$ cat src/hdl/irfs_pkg.sv
// Shared types and constants of the infrared frame serializer.
// Used by the top level, the input queue, the engine and the result queue; depends on nothing.
package irfs_pkg;

	localparam int FRAME_W   = 12;
	localparam int PERIOD_W  = 16;
	localparam int REFILL_W  = 21;
	localparam int TIMER_W   = 32;
	localparam int CREDIT_W  = 8;
	localparam int BITS_W    = 4;
	localparam int WAIT_W    = 7;
	localparam int BURST_W   = 4;
	localparam int PULSE_W   = 3;
	localparam int CFG_IDX_W = 2;
	localparam int CFG_DAT_W = 21;

	localparam logic CMD_TICK = 1'b0;
	localparam logic CMD_PUSH = 1'b1;

	localparam logic [CFG_IDX_W-1:0] CFG_SLOW_MODE    = 2'd0;
	localparam logic [CFG_IDX_W-1:0] CFG_PULSE_PERIOD = 2'd1;
	localparam logic [CFG_IDX_W-1:0] CFG_LINE_REFILL  = 2'd2;

	localparam logic [PULSE_W-1:0]  BURST_PULSES     = 3'd7;
	localparam logic [WAIT_W-1:0]   HALF_BIT_TICKS   = 7'd13;
	localparam logic [WAIT_W-1:0]   BIT_TICKS        = 7'd27;
	localparam logic [WAIT_W-1:0]   LAST_BIT_TICKS   = 7'd70;
	localparam logic [BURST_W-1:0]  BURST_DELAY      = 4'd13;
	localparam logic [BITS_W-1:0]   LAST_START_COUNT = 4'd11;
	localparam logic [BITS_W-1:0]   FRAME_BIT_COUNT  = 4'd15;
	localparam logic [CREDIT_W-1:0] MAX_CREDITS      = 8'd4;
	localparam logic [CREDIT_W-1:0] FAST_CREDITS     = 8'd128;
	localparam logic [7:0]          CHAR_EOT         = 8'd4;
	localparam logic [7:0]          CHAR_LF          = 8'd10;

	localparam logic [PERIOD_W-1:0] DEF_PULSE_PERIOD = 16'd255;
	localparam logic [REFILL_W-1:0] DEF_LINE_REFILL  = 21'd65536;

	typedef struct packed {
		logic               command;
		logic [FRAME_W-1:0] frame_word;
	} item_t;

	typedef struct packed {
		logic                carrier_on;
		logic [PERIOD_W-1:0] pwm_compare;
		logic                push_accepted;
		logic                transmitting;
	} result_t;

endpackage

$ cat src/hdl/ir_frame_serializer_with_line_pacing_top.sv
// Top level of the infrared frame serializer with line pacing.
// Instantiates irfs_in_q, irfs_engine and irfs_out_q; depends on irfs_pkg.
//
// Every item (a frame push or a carrier-period tick) gives exactly one result. Items
// enter through a two-entry input queue, the engine executes one item per clock cycle,
// and results wait in a two-entry output queue, so one item per cycle is sustained
// while results are popped each cycle; a result is registered in the output queue when
// the engine takes its item, and the queue head drives the result ports. The engine
// settles the whole state of an item combinationally: up to four line credit refills,
// carrier compare, serializer step and the frame ring queue, whose head is kept in a
// register read ahead of use. Configuration is always ready.
module ir_frame_serializer_with_line_pacing_top #(
	parameter int QUEUE_DEPTH = 16,
	localparam int LEVEL_W    = $clog2(QUEUE_DEPTH + 1)
) (
	input  logic                            clk,
	input  logic                            arst_n,
	input  logic                            push,
	output logic                            full,
	input  logic                            command,
	input  logic [irfs_pkg::FRAME_W-1:0]    frame_word,
	output logic                            empty,
	input  logic                            pop,
	output logic                            carrier_on,
	output logic [irfs_pkg::PERIOD_W-1:0]   pwm_compare,
	output logic                            push_accepted,
	output logic [LEVEL_W-1:0]              queue_level,
	output logic                            transmitting,
	input  logic                            cfg_valid,
	output logic                            cfg_ready,
	input  logic [irfs_pkg::CFG_IDX_W-1:0]  cfg_index,
	input  logic [irfs_pkg::CFG_DAT_W-1:0]  cfg_data
);

	irfs_pkg::item_t    item;
	logic               item_valid;
	logic               item_take;
	irfs_pkg::result_t  res;
	logic [LEVEL_W-1:0] res_level;
	logic               res_wr;
	logic               res_full;
	irfs_pkg::result_t  head;

	irfs_in_q u_in_q (
		.clk        (clk),
		.arst_n     (arst_n),
		.push       (push),
		.full       (full),
		.command    (command),
		.frame_word (frame_word),
		.item       (item),
		.item_valid (item_valid),
		.item_take  (item_take)
	);

	irfs_engine #(
		.QUEUE_DEPTH (QUEUE_DEPTH),
		.LEVEL_W     (LEVEL_W)
	) u_engine (
		.clk        (clk),
		.arst_n     (arst_n),
		.cfg_valid  (cfg_valid),
		.cfg_ready  (cfg_ready),
		.cfg_index  (cfg_index),
		.cfg_data   (cfg_data),
		.item       (item),
		.item_valid (item_valid),
		.item_take  (item_take),
		.res        (res),
		.res_level  (res_level),
		.res_wr     (res_wr),
		.res_full   (res_full)
	);

	irfs_out_q #(
		.LEVEL_W (LEVEL_W)
	) u_out_q (
		.clk        (clk),
		.arst_n     (arst_n),
		.res_wr     (res_wr),
		.res        (res),
		.res_level  (res_level),
		.res_full   (res_full),
		.empty      (empty),
		.pop        (pop),
		.head       (head),
		.head_level (queue_level)
	);

	assign carrier_on    = head.carrier_on;
	assign pwm_compare   = head.pwm_compare;
	assign push_accepted = head.push_accepted;
	assign transmitting  = head.transmitting;

endmodule

$ cat src/hdl/irfs_in_q.sv
// Front end: two-entry queue that takes push and tick items from the input side.
// Depends on irfs_pkg.
module irfs_in_q (
	input  logic                          clk,
	input  logic                          arst_n,
	input  logic                          push,
	output logic                          full,
	input  logic                          command,
	input  logic [irfs_pkg::FRAME_W-1:0]  frame_word,
	output irfs_pkg::item_t               item,
	output logic                          item_valid,
	input  logic                          item_take
);

	irfs_pkg::item_t slot_q [2];
	logic            wr_ptr_q;
	logic            rd_ptr_q;
	logic [1:0]      count_q;
	logic            wr_en;

	assign full       = (count_q == 2'd2);
	assign item_valid = (count_q != 2'd0);
	assign item       = slot_q[rd_ptr_q];
	assign wr_en      = push && !full;

	always_ff @(posedge clk) begin
		if (wr_en) begin
			slot_q[wr_ptr_q] <= '{command: command, frame_word: frame_word};
		end
	end

	always_ff @(posedge clk or negedge arst_n) begin
		if (!arst_n) begin
			wr_ptr_q <= 1'b0;
			rd_ptr_q <= 1'b0;
			count_q  <= 2'd0;
		end else begin
			if (wr_en) begin
				wr_ptr_q <= ~wr_ptr_q;
			end
			if (item_take) begin
				rd_ptr_q <= ~rd_ptr_q;
			end
			case ({wr_en, item_take})
				2'b10:   count_q <= count_q + 2'd1;
				2'b01:   count_q <= count_q - 2'd1;
				default: count_q <= count_q;
			endcase
		end
	end

endmodule

$ cat src/hdl/irfs_engine.sv
// Back end: configuration registers, frame ring queue, line credits, carrier and serializer.
// Executes one item per cycle while the result queue is not full; depends on irfs_pkg.
module irfs_engine #(
	parameter int QUEUE_DEPTH = 16,
	parameter int LEVEL_W     = 5
) (
	input  logic                            clk,
	input  logic                            arst_n,
	input  logic                            cfg_valid,
	output logic                            cfg_ready,
	input  logic [irfs_pkg::CFG_IDX_W-1:0]  cfg_index,
	input  logic [irfs_pkg::CFG_DAT_W-1:0]  cfg_data,
	input  irfs_pkg::item_t                 item,
	input  logic                            item_valid,
	output logic                            item_take,
	output irfs_pkg::result_t               res,
	output logic [LEVEL_W-1:0]              res_level,
	output logic                            res_wr,
	input  logic                            res_full
);

	localparam int                 PTR_W     = $clog2(QUEUE_DEPTH);
	localparam logic [PTR_W-1:0]   LAST_PTR  = PTR_W'(QUEUE_DEPTH - 1);
	localparam logic [LEVEL_W-1:0] DEPTH_LVL = LEVEL_W'(QUEUE_DEPTH);
	localparam int                 MULT_W    = irfs_pkg::REFILL_W + 2;

	logic                              slow_mode_q;
	logic [irfs_pkg::PERIOD_W-1:0]     period_q;
	logic [irfs_pkg::REFILL_W-1:0]     refill_q;

	logic [irfs_pkg::FRAME_W-1:0]      queue_mem [QUEUE_DEPTH];
	logic [irfs_pkg::FRAME_W-1:0]      head_q;
	logic [PTR_W-1:0]                  rd_ptr_q, rd_ptr_d;
	logic [PTR_W-1:0]                  wr_ptr_q, wr_ptr_d;
	logic [LEVEL_W-1:0]                level_q, level_d;
	logic [irfs_pkg::FRAME_W-1:0]      cur_q, cur_d;
	logic [irfs_pkg::BITS_W-1:0]       bits_q, bits_d;
	logic [irfs_pkg::WAIT_W-1:0]       bit_wait_q, bit_wait_d;
	logic [irfs_pkg::BURST_W-1:0]      burst_q, burst_d;
	logic [irfs_pkg::PULSE_W-1:0]      pulses_q, pulses_d;
	logic [irfs_pkg::CREDIT_W-1:0]     credits_q, credits_d;
	logic [irfs_pkg::TIMER_W-1:0]      timer_q, timer_d;

	logic                              go;
	logic                              do_write;
	logic                              res_on;
	logic [irfs_pkg::PERIOD_W-1:0]     res_cmp;
	logic                              res_acc;

	logic [irfs_pkg::TIMER_W-1:0]      timer_inc;
	logic [MULT_W-1:0]                 mult1, mult2, mult3, mult4, mult_sel;
	logic [2:0]                        fit_cnt;
	logic [2:0]                        need;
	logic [2:0]                        refills;
	logic [irfs_pkg::CREDIT_W-1:0]     credits_u;
	logic [irfs_pkg::TIMER_W-1:0]      timer_u;

	function automatic logic [PTR_W-1:0] ptr_inc(input logic [PTR_W-1:0] p);
		return (p == LAST_PTR) ? '0 : p + 1'b1;
	endfunction

	assign cfg_ready = 1'b1;
	assign go        = item_valid && !res_full;
	assign item_take = go;
	assign res_wr    = go;

	always_ff @(posedge clk or negedge arst_n) begin
		if (!arst_n) begin
			slow_mode_q <= 1'b0;
			period_q    <= irfs_pkg::DEF_PULSE_PERIOD;
			refill_q    <= irfs_pkg::DEF_LINE_REFILL;
		end else if (cfg_valid) begin
			case (cfg_index)
				irfs_pkg::CFG_SLOW_MODE:    slow_mode_q <= cfg_data[0];
				irfs_pkg::CFG_PULSE_PERIOD: period_q    <= cfg_data[irfs_pkg::PERIOD_W-1:0];
				irfs_pkg::CFG_LINE_REFILL:  refill_q    <= cfg_data[irfs_pkg::REFILL_W-1:0];
				default:                    slow_mode_q <= slow_mode_q;
			endcase
		end
	end

	// line credit refill in slow mode, settled in one step; fast mode sets the credits to FAST_CREDITS
	always_comb begin
		timer_inc = (&timer_q) ? timer_q : timer_q + 1'b1;
		mult1     = MULT_W'(refill_q);
		mult2     = {1'b0, refill_q, 1'b0};
		mult3     = mult1 + mult2;
		mult4     = {refill_q, 2'b00};
		fit_cnt   = 3'(timer_q >= irfs_pkg::TIMER_W'(mult1))
		          + 3'(timer_q >= irfs_pkg::TIMER_W'(mult2))
		          + 3'(timer_q >= irfs_pkg::TIMER_W'(mult3))
		          + 3'(timer_q >= irfs_pkg::TIMER_W'(mult4));
		need      = (credits_q < irfs_pkg::MAX_CREDITS)
		          ? 3'(irfs_pkg::MAX_CREDITS - credits_q) : 3'd0;
		refills   = (fit_cnt < need) ? fit_cnt : need;
		case (refills)
			3'd1:    mult_sel = mult1;
			3'd2:    mult_sel = mult2;
			3'd3:    mult_sel = mult3;
			3'd4:    mult_sel = mult4;
			default: mult_sel = '0;
		endcase
		if (slow_mode_q) begin
			timer_u   = timer_inc - irfs_pkg::TIMER_W'(mult_sel);
			credits_u = credits_q + irfs_pkg::CREDIT_W'(refills);
		end else begin
			timer_u   = timer_inc;
			credits_u = irfs_pkg::FAST_CREDITS;
		end
	end

	always_comb begin
		rd_ptr_d   = rd_ptr_q;
		wr_ptr_d   = wr_ptr_q;
		level_d    = level_q;
		cur_d      = cur_q;
		bits_d     = bits_q;
		bit_wait_d = bit_wait_q;
		burst_d    = burst_q;
		pulses_d   = pulses_q;
		credits_d  = credits_q;
		timer_d    = timer_q;
		do_write   = 1'b0;
		res_on     = 1'b0;
		res_cmp    = '0;
		res_acc    = 1'b0;
		if (go) begin
			if (item.command == irfs_pkg::CMD_PUSH) begin
				if (level_q < DEPTH_LVL) begin
					do_write = 1'b1;
					wr_ptr_d = ptr_inc(wr_ptr_q);
					level_d  = level_q + 1'b1;
					res_acc  = 1'b1;
				end
			end else begin
				credits_d = credits_u;
				timer_d   = timer_u;
				if (pulses_q == '0) begin
					res_cmp = (&period_q) ? period_q : period_q + 1'b1;
				end else begin
					res_on   = 1'b1;
					res_cmp  = period_q >> 1;
					pulses_d = pulses_q - 1'b1;
				end
				if (bit_wait_q == '0) begin
					if (bits_q == '0) begin
						if (credits_u != '0 && cur_q == '0 && level_q != '0) begin
							cur_d    = head_q;
							rd_ptr_d = ptr_inc(rd_ptr_q);
							level_d  = level_q - 1'b1;
							if (head_q != '0) begin
								if (head_q[7:0] == irfs_pkg::CHAR_EOT
								    || head_q[7:0] == irfs_pkg::CHAR_LF) begin
									credits_d = credits_u - 1'b1;
								end
								bits_d = irfs_pkg::FRAME_BIT_COUNT;
							end
						end
					end else begin
						bits_d = bits_q - 1'b1;
						if (bits_d > irfs_pkg::LAST_START_COUNT) begin
							bit_wait_d = irfs_pkg::HALF_BIT_TICKS;
							pulses_d   = irfs_pkg::BURST_PULSES;
						end else begin
							bit_wait_d = irfs_pkg::BIT_TICKS;
							if (cur_q[bits_d]) begin
								pulses_d = irfs_pkg::BURST_PULSES;
							end else begin
								burst_d = irfs_pkg::BURST_DELAY;
							end
							if (bits_d == '0) begin
								bit_wait_d = irfs_pkg::LAST_BIT_TICKS;
								cur_d      = '0;
							end
						end
					end
				end else begin
					bit_wait_d = bit_wait_q - 1'b1;
				end
				if (burst_d != '0) begin
					burst_d = burst_d - 1'b1;
					if (burst_d == '0) begin
						pulses_d = irfs_pkg::BURST_PULSES;
					end
				end
			end
		end
	end

	assign res.carrier_on    = res_on;
	assign res.pwm_compare   = res_cmp;
	assign res.push_accepted = res_acc;
	assign res.transmitting  = (bits_d != '0) || (pulses_d != '0) || (burst_d != '0);
	assign res_level         = level_d;

	// hold the oldest frame in a register; bypass a write to the slot being read
	always_ff @(posedge clk) begin
		if (do_write) begin
			queue_mem[wr_ptr_q] <= item.frame_word;
		end
		if (do_write && wr_ptr_q == rd_ptr_d) begin
			head_q <= item.frame_word;
		end else begin
			head_q <= queue_mem[rd_ptr_d];
		end
	end

	always_ff @(posedge clk or negedge arst_n) begin
		if (!arst_n) begin
			rd_ptr_q   <= '0;
			wr_ptr_q   <= '0;
			level_q    <= '0;
			cur_q      <= '0;
			bits_q     <= '0;
			bit_wait_q <= '0;
			burst_q    <= '0;
			pulses_q   <= '0;
			credits_q  <= irfs_pkg::MAX_CREDITS;
			timer_q    <= '0;
		end else begin
			rd_ptr_q   <= rd_ptr_d;
			wr_ptr_q   <= wr_ptr_d;
			level_q    <= level_d;
			cur_q      <= cur_d;
			bits_q     <= bits_d;
			bit_wait_q <= bit_wait_d;
			burst_q    <= burst_d;
			pulses_q   <= pulses_d;
			credits_q  <= credits_d;
			timer_q    <= timer_d;
		end
	end

`ifndef SYNTHESIS
	a_level_bound: assert property (@(posedge clk) disable iff (!arst_n)
		level_q <= DEPTH_LVL)
		else $error("frame queue level beyond depth");

	a_frame_has_bits: assert property (@(posedge clk) disable iff (!arst_n)
		cur_q != '0 |-> bits_q != '0)
		else $error("frame held with no bits left");

	a_push_level: assert property (@(posedge clk) disable iff (!arst_n)
		go && item.command == irfs_pkg::CMD_PUSH && level_q < DEPTH_LVL
		|=> level_q == $past(level_q) + 1'b1)
		else $error("stored frame not counted");

	a_credit_bound: assert property (@(posedge clk) disable iff (!arst_n)
		credits_q <= irfs_pkg::FAST_CREDITS)
		else $error("line credits out of range");
`endif

endmodule

$ cat src/hdl/irfs_out_q.sv
// Result side: two-entry queue that holds finished results until popped.
// Depends on irfs_pkg.
module irfs_out_q #(
	parameter int LEVEL_W = 5
) (
	input  logic                    clk,
	input  logic                    arst_n,
	input  logic                    res_wr,
	input  irfs_pkg::result_t       res,
	input  logic [LEVEL_W-1:0]      res_level,
	output logic                    res_full,
	output logic                    empty,
	input  logic                    pop,
	output irfs_pkg::result_t       head,
	output logic [LEVEL_W-1:0]      head_level
);

	irfs_pkg::result_t  slot_q  [2];
	logic [LEVEL_W-1:0] level_q [2];
	logic               wr_ptr_q;
	logic               rd_ptr_q;
	logic [1:0]         count_q;
	logic               rd_en;

	assign res_full   = (count_q == 2'd2);
	assign empty      = (count_q == 2'd0);
	assign rd_en      = pop && !empty;
	assign head       = slot_q[rd_ptr_q];
	assign head_level = level_q[rd_ptr_q];

	always_ff @(posedge clk) begin
		if (res_wr) begin
			slot_q[wr_ptr_q]  <= res;
			level_q[wr_ptr_q] <= res_level;
		end
	end

	always_ff @(posedge clk or negedge arst_n) begin
		if (!arst_n) begin
			wr_ptr_q <= 1'b0;
			rd_ptr_q <= 1'b0;
			count_q  <= 2'd0;
		end else begin
			if (res_wr) begin
				wr_ptr_q <= ~wr_ptr_q;
			end
			if (rd_en) begin
				rd_ptr_q <= ~rd_ptr_q;
			end
			case ({res_wr, rd_en})
				2'b10:   count_q <= count_q + 2'd1;
				2'b01:   count_q <= count_q - 2'd1;
				default: count_q <= count_q;
			endcase
		end
	end

endmodule
$ cat config.mk
export PLATFORM = sky130hd
export DESIGN_NAME = ir_frame_serializer_with_line_pacing_top
export DESIGN_NICKNAME = d
export VERILOG_FILES = /design/src/hdl/irfs_pkg.sv /design/src/hdl/ir_frame_serializer_with_line_pacing_top.sv /design/src/hdl/irfs_in_q.sv /design/src/hdl/irfs_engine.sv /design/src/hdl/irfs_out_q.sv
export SDC_FILE = /design/constraint.sdc
export NUM_CORES = 1
export LEC_CHECK = 0
export BUFFER_PORTS_ARGS = -buffer_cell sky130_fd_sc_hd__buf_2
export CAP_MARGIN = 5
export CELL_PAD_IN_SITES_DETAIL_PLACEMENT = 1
export CELL_PAD_IN_SITES_GLOBAL_PLACEMENT = 1
export CORE_ASPECT_RATIO = 1.2
export CORE_MARGIN = 2
export CORE_UTILIZATION = 45
export CTS_BUF_LIST = sky130_fd_sc_hd__clkbuf_8
export DETAILED_ROUTE_END_ITERATION = 6
export GPL_TIMING_DRIVEN = 0
export PLACE_DENSITY = 0.84
export SLEW_MARGIN = 30
export SYNTH_ARGS = -nofsm -noshare
export SYNTH_HDL_FRONTEND = slang
export SYNTH_SLANG_ARGS = --single-unit
$ cat constraint.sdc
create_clock -name clk -period 8.7 [get_ports clk]
set_input_delay 1.74 -clock clk [delete_from_list [all_inputs] [get_ports clk]]
set_output_delay 1.74 -clock clk [all_outputs]
set_load 0.02 [all_outputs]
==> results.md, run 1 <==
Status:
- The flow ran to the end, and the final reports show no timing, DRC or antenna violations.

Routing:
- The sum of routed wire length over all layers is 72410 µm.
- The remaining number of nets flagged by the antenna check after routing is 0.
- In the final routed layout, each cell accounts on average for 25.19 µm.
- The detailed router placed 17.75k vias in this run.
- For this run, the detailed router's first-pass iteration total came to 5.
- The count of routing violations after the opening detailed-route iteration is 1253.
- The number of remaining DRC errors is 0.
- The per-cell via count in the routed design is 6.177.

Yosys:
- The post-synthesis instance total is 2017.
- The most frequently used flop master after synthesis is sky130_fd_sc_hd__edfxtp_1.
- The net count of the mapped netlist is 2220.
- The post-synthesis compound-gate area fraction is 0.1276.
- Of the total synthesized cell area, the portion taken by full adders, half adders and majority gates is 0.08889.
- Yosys attributes the largest share of cell area to sky130_fd_sc_hd__edfxtp_1 (35%), sky130_fd_sc_hd__dfrtp_1 (13%), sky130_fd_sc_hd__ha_1 (8.5%).
- The dominant combinational cell family by area after synthesis is compound AO/OA/AOI/OAI gates.
- Of the synthesized area, sequential elements account for 0.4887.
- Counting flops with a built-in enable in the synthesized netlist gives 266.
- The biggest area contributor in the post-synthesis netlist is sky130_fd_sc_hd__edfxtp_1.
- Of the total synthesized cell area, the portion taken by XOR and XNOR cells is 0.04201.
- In this run, distinct cell masters in the synthesized netlist total 87.
- Of the total synthesized cell area, the portion taken by AND, OR, NAND and NOR gates is 0.1266.
- The mean cell area of the mapped netlist is 11.47 µm².
- The share of flip-flops with an asynchronous set or reset after synthesis is 0.3233.
- The flip-flop and latch count after synthesis is 399.
- Of the post-synthesis cell area, the dominant cell type holds 0.3452.
- During synthesis, Yosys emitted a total of 0 warnings.
- After synthesis the cells add up to 0.02314 mm².
- The multiplexer area fraction after synthesis is 0.09792.

Clock network:
- The number of clock buffers added by TritonCTS is 68.
- The cell chosen for the clock root is sky130_fd_sc_hd__clkbuf_8.
- After clock tree synthesis, the clock-pin slew on the worst setup and hold paths is 60 ps.
- The H-tree was split into 3 levels.
- The count of clock tree sinks is 399.
- The clock latency of the later-clocked register in the worst-skew pair is 650 ps.
- The CTS tree is done.
- The hold buffer count at CTS is 0.
- The clock tree buffer depth is 3.

Setup path:
- The data arrival time of the worst path is 8950 ps.
- The data required time of the worst path is 9190 ps.
- In this design, the largest share of critical-path delay is due to compound AO/OA/AOI/OAI gates.
- The type of the setup path with the least slack is reg2reg.
- The critical path depth is 38.
- STA classifies the critical path endpoint as a flip-flop.
- The worst register-to-register path has a depth of 38.
- Counting both buffers and inverters, the worst setup path holds a total of 3.
- Counting stages on the worst path, the most repeated cell is sky130_fd_sc_hd__a21o_1.
- The largest individual stage delay along the critical path comes from the cell sky130_fd_sc_hd__or4_1.
- The highest net fanout along the worst path is 11.
- On the worst path, the slowest cell contributes a delay of 510 ps.
- The launching element type of the critical path is a flip-flop.

Floorplan:
- The initial cell density of the core is 0.4526.
- The overall die width is 211.0 µm.
- The row count is 91.
- From bottom edge to top edge, the die measures 252.4 µm.
- The area of the placeable core is 0.05112 mm².
- The die covers 0.05326 mm².
- The top-level I/O count is 68.

GRT:
- The first global-routing pass estimated 109800 µm of wire.
- The maximum number of pins on one net before global-route repair is 69.
- Global routing finished with a remaining overflow of 0.
- The number of antenna violations at the first check in global routing is 0.
- The via count of the first global-routing pass came to 19.11k.
- The total global routing track utilization is 0.2701.

Final layout:
- Leaving out fill and tap cells, the most frequent cell in the layout is sky130_fd_sc_hd__edfxtp_1.
- In the final layout, the share of cells above drive strength 1 is 0.1993.
- The sequential cells in the finished layout cover a total of 0.01132 mm².
- The top cell types in the final layout, fill and taps aside, are sky130_fd_sc_hd__edfxtp_1 (266), sky130_fd_sc_hd__nand2_1 (168), sky130_fd_sc_hd__ha_1 (148).
- Fill cells in the final layout number 5403.
- Summing all multi-input logic gate instances after layout gives 0.01159 mm².
- The final layout contains 2373 nets.
- Measured on the finished design, the core utilization comes to 0.5129.
- The count of cells in the finished layout, fillers not included, comes to 2874.
- 0 antenna diodes ended up in the layout.
- The area overhead of the layout relative to synthesis is 13.32%.
- The finished layout cell area is 0.02622 mm².

STA:
- The number of failing setup endpoints in the final timing report is 0.
- The largest clock skew in the final design is 33.03 ps.
- The minimum clock period is 8454 ps.
- The max-slew violation count is 0.
- Static timing analysis puts the maximum clock frequency at 118.3 MHz.
- Across all hold checks on the routed design, the worst slack comes to 489.5 ps.
- The slew at the pin closest to its max-slew limit is 984.7 ps.
- The number of endpoints with negative hold slack in the final report is 0.
- The final worst slack is 246.2 ps.
- The share of the clock period used by the worst path is 0.9717.
- Measured against its own limit, the worst slew margin works out to 0.3435.

Placement:
- The post-place setup slack is -1526 ps.
- The number of placed instances, taps included, is 2748.
- The instance area after placement is 0.02449 mm².
- In this run the tool buffered the top-level ports with 66 buffer cells.
- The final weighted congestion in routability-driven placement is 0.9332.
- The detailed-placement wirelength estimate is 51300 µm.

Flow run:
- The tool flagged a number of max-cap violations equal to 0.

Worst hold path:
- The worst hold path belongs to the class reg2reg.
- The number of cells on the worst hold path is 1.

Power:
- In this run the static leakage power is 10.12 nW.
- The worst-case IR drop observed on VDD is 273.3 µV.
- The power density normalized to cell area is 335.5 mW/mm².
-- where the power goes --
group	internal (W)	switching, W	total [W]
clock	0.000842	0.000802	0.00164
combinational	0.00159	0.00249	0.00407
sequential	0.00264	0.000435	0.00308
-- cell type report --
class,count,share of cell area
clock buffer,77,0.04042
clock inverter,46,0.008589
inverter,78,0.01117
sequential,399,0.4318
multi-input combinational,1455,0.4420
buffer,82,0.01427
timing repair buffer,86,0.02061
tap,651,0.03106
-- worst register-to-register path, delay by kind of cell, from the launching register on --
family,cells,cell delay (ps)
flip-flops,1,450
multiplexers,1,390
XOR/XNOR,1,250
buffers and inverters,3,410
adder cells (fa/ha/maj),7,2090
AO/OA/AOI/OAI,17,3190
AND/OR/NAND/NOR,9,1550
-- final timing paths --
kind                                     endpoint              startpoint  slack [ps]
max                          u_engine.timer_q[31]    u_engine.refill_q[1]         250
min                        u_engine.bit_wait_q[4]  u_engine.bit_wait_q[4]         490
max reg2reg                  u_engine.timer_q[31]    u_engine.refill_q[1]         250
min reg2reg                u_engine.bit_wait_q[4]  u_engine.bit_wait_q[4]         490
max in group asynchronous   u_engine.credits_q[2]                  arst_n        6830
min in group asynchronous   u_engine.period_q[14]                  arst_n        1050
-- per-layer routing --
layer | vias to the layer above | routed length (µm) | global-route usage
li1 | 7955 | - | -
met4 | 0 | 3949 | 0.1509
met5 | - | 0 | 0
met3 | 226 | 2955 | 0.03715
met1 | 9022 | 27440 | 0.3034
met2 | 549 | 38060 | 0.4908
-- synthesized netlist by cell type, drive strengths merged (42+ instances only) --
cell type	count
mux4	53
dfrtp	119
clkbuf	62
nor3	47
o21ai	114
a21oi	98
inv	78
a21o	51
ha	158
xor2	42
nand2	170
mux2	81
edfxtp	266
nor2	126
xnor2	69
-- cells by family (layout without fill, tap and decap cells) --
| group | Yosys count | after routing |
|---|---|---|
| flops | 399 | 399 |
| mux | 150 | 150 |
| compound gates | 450 | 450 |
| simple gates | 581 | 581 |
| other cells | 1 | 1 |
| xor+xnor | 111 | 111 |
| fa+ha+maj | 162 | 162 |
| buf+inv | 163 | 369 |
-- per-stage QoR --
stage / TNS [ps] / total power, W
finish: 0 / 0.008798
detailed placement: -59450 / 0.006923
global placement: -35500 / 0.006621
CTS: 0 / 0.008706
global route: -71.06 / 0.009322
floorplan: 0 / 0.005648
-- registers in the layout, indices dropped and copies added (netlist names), 5 cells and up, named ones only --
name                 count
u_engine.queue_mem     192
u_out_q.slot_q          38
u_engine.timer_q        32
u_in_q.slot_q           26
u_engine.refill_q       21
u_engine.period_q       16
u_engine.cur_q          12
u_out_q.level_q         10
u_engine.credits_q       8
u_engine.bit_wait_q      7
u_engine.level_q         5
-- repair_timing --
action / in CTS / in global routing
gates resized for setup: 51 / 53
setup buffers: 2 / 4
pin swaps: 7 / 10
setup endpoints to repair: 76 / 65
Note: power is estimated with default switching activity, not from simulation.
==> run 2, diff against run 1 <==
--- a/config.mk
+++ b/config.mk
@@ -16,6 +16,7 @@
 export DETAILED_ROUTE_END_ITERATION = 6
 export GPL_TIMING_DRIVEN = 0
 export PLACE_DENSITY = 0.84
+export RECOVER_POWER = 25
 export SLEW_MARGIN = 30
 export SYNTH_ARGS = -nofsm -noshare
 export SYNTH_HDL_FRONTEND = slang
==> constraint.sdc (replaced) <==
create_clock -name clk -period 9 [get_ports clk]
set_input_delay 1.8 -clock clk [delete_from_list [all_inputs] [get_ports clk]]
set_output_delay 1.8 -clock clk [all_outputs]
set_load 0.02 [all_outputs]
==> run 2 against run 1 <==
  * The flow now finishes with violations (max-capacitance violations, max-slew violations)
  * Die area unchanged
  * Highest routed layer unchanged
  * Critical path type unchanged
  * Register-to-register slack improved by 20 ps
  * Sequential power decreased by 4%
  * Largest power group unchanged
  * Worst setup slack improved by 24 ps
  * Worst hold slack improved by 0.56 ps
  * Clock skew increased by 3.8 ps
  * Total power decreased by 4.0%
  * Critical endpoint unchanged
  * First-iteration DRC count decreased by 0.96%
  * Utilization decreased by 0.36 points
  * Flip-flop and latch count unchanged
==> results.md, run 2 (synthesis gave the netlist of run 1 again) <==
Clock network:
- Counting along the longest clock path gives a buffer depth of 3.
- Counting the buffers created by CTS gives 68.
- The hold buffer count at CTS is 0.
- The CTS tree is done.
- The clock latency of the later-clocked register in the worst-skew pair is 650 ps.
- After clock tree synthesis, the clock-pin slew on the worst setup and hold paths is 60 ps.
- CTS placed an instance of sky130_fd_sc_hd__clkbuf_8 at the clock tree root.
- The H-tree was split into 3 levels.
- Clock tree synthesis found a total of 399 sinks.

Power:
- For this design the ratio of total power to cell area is 324.5 mW/mm².
- The worst-case vdd ir drop is 266.7 µV.
- For this design the static power due to leakage is 10.07 nW.

GRT:
- The number of antenna violations at the first check in global routing is 0.
- The via count of the first global-routing pass came to 19.10k.
- The total global routing track utilization is 0.2699.
- Summed over all layers, the global routing overflow is 0.
- The first-pass GRT wire length is 109800 µm.
- Entering global routing, the biggest net connects 69 pins.

Setup path:
- Together, buffers and inverters on the worst path number 3.
- The endpoint class of the critical path is a flip-flop.
- The most used cell along the critical path is sky130_fd_sc_hd__ha_1.
- The highest net fanout along the worst path is 11.
- In this run the register-to-register setup slack is 270 ps.
- The type of the setup path with the least slack is reg2reg.
- The number of cells on the worst reg-to-reg path is 38.
- The reg-to-reg startpoint is u_engine.refill_q[1].
- The delay contributed by the slowest stage of the critical path is 510 ps.
- STA classifies the critical path startpoint as a flip-flop.
- The worst register-to-register path ends at u_engine.timer_q[31].
- At the worst endpoint, the arrival time is 9220 ps.
- The cell with the largest stage delay on the worst path is sky130_fd_sc_hd__or4_1.
- At the worst endpoint, the required time is 9500 ps.
- Broken down by cell family, the worst path's largest delay share belongs to compound AO/OA/AOI/OAI gates.

STA:
- The number of endpoints with negative hold slack in the final report is 0.
- The total negative slack is 0 ps.
- Headroom to the max-slew limit came out at -1.716.
- In the finished design, the share of the clock period the worst path needs comes to 0.9700.
- The number of failing setup endpoints in the final timing report is 0.
- The clock arrives with 36.82 ps of skew.
- The max-slew violation count is 157.
- The timing-limited maximum frequency is 114.6 MHz.
- The minimum clock period is 8730 ps.
- For the pin with the worst max-slew slack, the measured transition is 4073 ps.

Worst hold path:
- For hold timing, the worst endpoint is u_engine.bit_wait_q[4].
- The number of cells on the worst hold path is 1.
- In this run the most critical hold path is launched from u_engine.bit_wait_q[4].
- The tightest min-delay check is of the reg2reg type.

Placement:
- The congestion estimate from routability-driven global placement came to 0.9332.
- The count of buffers from port buffering is 66.
- The number of placed instances with taps included is 2748.
- The detailed-placement wirelength estimate is 51300 µm.

Floorplan:
- Pin placement for this block handled 68 I/O pins.
- The floorplan step set the die height to 252.4 µm.
- The overall die width is 211.0 µm.
- The floorplan has 91 rows.
- The die covers 0.05326 mm².
- The initial utilization of the core area, before any placement, comes to 0.4526.
- The region available for standard cell placement spans 0.05112 mm².

Final layout:
- Compared with the post-synthesis result, the final layout area differs by 12.53%.
- The number of flip-flops under the largest register name is 192.
- The largest registers in the layout are u_engine.queue_mem x192, u_out_q.slot_q x38, u_engine.timer_q x32.
- The library cell used most frequently in the layout, excluding fill and tap cells, is sky130_fd_sc_hd__edfxtp_1.
- For this run, the post-layout net count is 2376.
- Leaving out fill and tap cells, the most frequent cells in the layout are sky130_fd_sc_hd__edfxtp_1 (266), sky130_fd_sc_hd__nand2_1 (168), sky130_fd_sc_hd__ha_1 (152).
- The number of standard cells in the layout, taps in and fillers out is 2877.
- Of the cells placed in the final design, the portion with a size suffix greater than 1 is 0.1860.
- The register with the highest flop count is u_engine.queue_mem.
- The antenna diode instance count is 0.

Status:
- The flow ran to the end, but the final reports show violations.
- The final reports fail on max-capacitance violations, max-slew violations.

Routing:
- The count of routing violations after the opening detailed-route iteration is 1241.
- Once detail routing completed, the nets flagged for antenna violations numbered 0.
- In the routed design, unresolved DRC markers number 0.
- Dividing the detail-routed via count by the number of cells gives 6.160.
- The number of detailed-route iterations in the first pass is 5.
- Wires add up to 72170 µm.
- Dividing the detail-routed wire length by the instance count gives 25.08 µm.
- Detailed routing inserted a total of 17.72k vias.

Flow run:
- The tool flagged a number of max-cap violations equal to 3.
==> run 2: cell types whose count changed in the layout (fill, tap and decap cells not counted), sizes merged <==
cell / previous run / this run
buf: 111 / 101
clkbuf: 134 / 147
==> run 2: final cells by class <==
cell class / instances / area (µm²)
well taps: 651 / 814.5
inverters: 78 / 292.8
flip-flops and latches: 399 / 11320
plain buffers: 82 / 365.4
clock inverters: 46 / 225.2
multi-input cells: 1455 / 11440
fillers: 5430 / 25080
clock buffers: 77 / 1060
repair buffers: 89 / 519.2
==> run 2: how the worst max path moves through the flow <==
stage | cells past startpoint | startpoint | to | slack (ps)
floorplan | 39 | u_engine.refill_q[1] | u_engine.timer_q[31] | 960
global placement | 39 | u_engine.refill_q[0] | u_engine.timer_q[31] | -920
detailed placement | 39 | u_engine.refill_q[1] | u_engine.timer_q[31] | -1230
CTS | 38 | u_engine.refill_q[0] | u_engine.credits_q[4] | 20
global route | 38 | u_engine.refill_q[1] | u_engine.timer_q[29] | -80
finish | 38 | u_engine.refill_q[1] | u_engine.timer_q[31] | 270
==> run 2: report_power, final <==
| part | total, W | leakage (nW) | internal [W] | switching (W) |
|---|---|---|---|---|
| Sequential | 0.00297 | 4.02 | 0.00256 | 0.000414 |
| Combinational | 0.00389 | 5.33 | 0.00151 | 0.00238 |
| Clock | 0.00159 | 0.727 | 0.000814 | 0.000775 |
| Total | 0.00845 | 10.1 | 0.00488 | 0.00357 |
==> run 2: metal layers <==
layer  GRT usage  up-vias  routed length [µm]
met1      0.3029     8962               27360
li1            -     7971                   -
met2      0.4891      556               37870
met3     0.03827      234                2921
met4      0.1527        0                4019
met5           0        -                   0
==> run 2: metrics by stage <==
stage	util	power (W)	hold slack, ps	cell area (µm²)	worst slack (ps)
4_1_cts	0.5066	0.008378	490.7	25900	19.22
5_1_grt	0.5093	0.008955	509.9	26040	-80.37
3_5_place_dp	0.4791	0.006692	478.8	24490	-1226
6_report	0.5093	0.008448	490.1	26040	270.3
2_1_floorplan	-	0.005460	448.6	23140	961.2
3_3_place_gp	0.4750	0.006400	469.3	24280	-921.6
==> run 2: repair_timing <==
item | in CTS | in global routing
pin swaps | 1 | 8
gates cloned | 0 | 0
setup buffers | 0 | 9
endpoints found under the setup margin | 71 | 61
gates resized for setup | 37 | 43
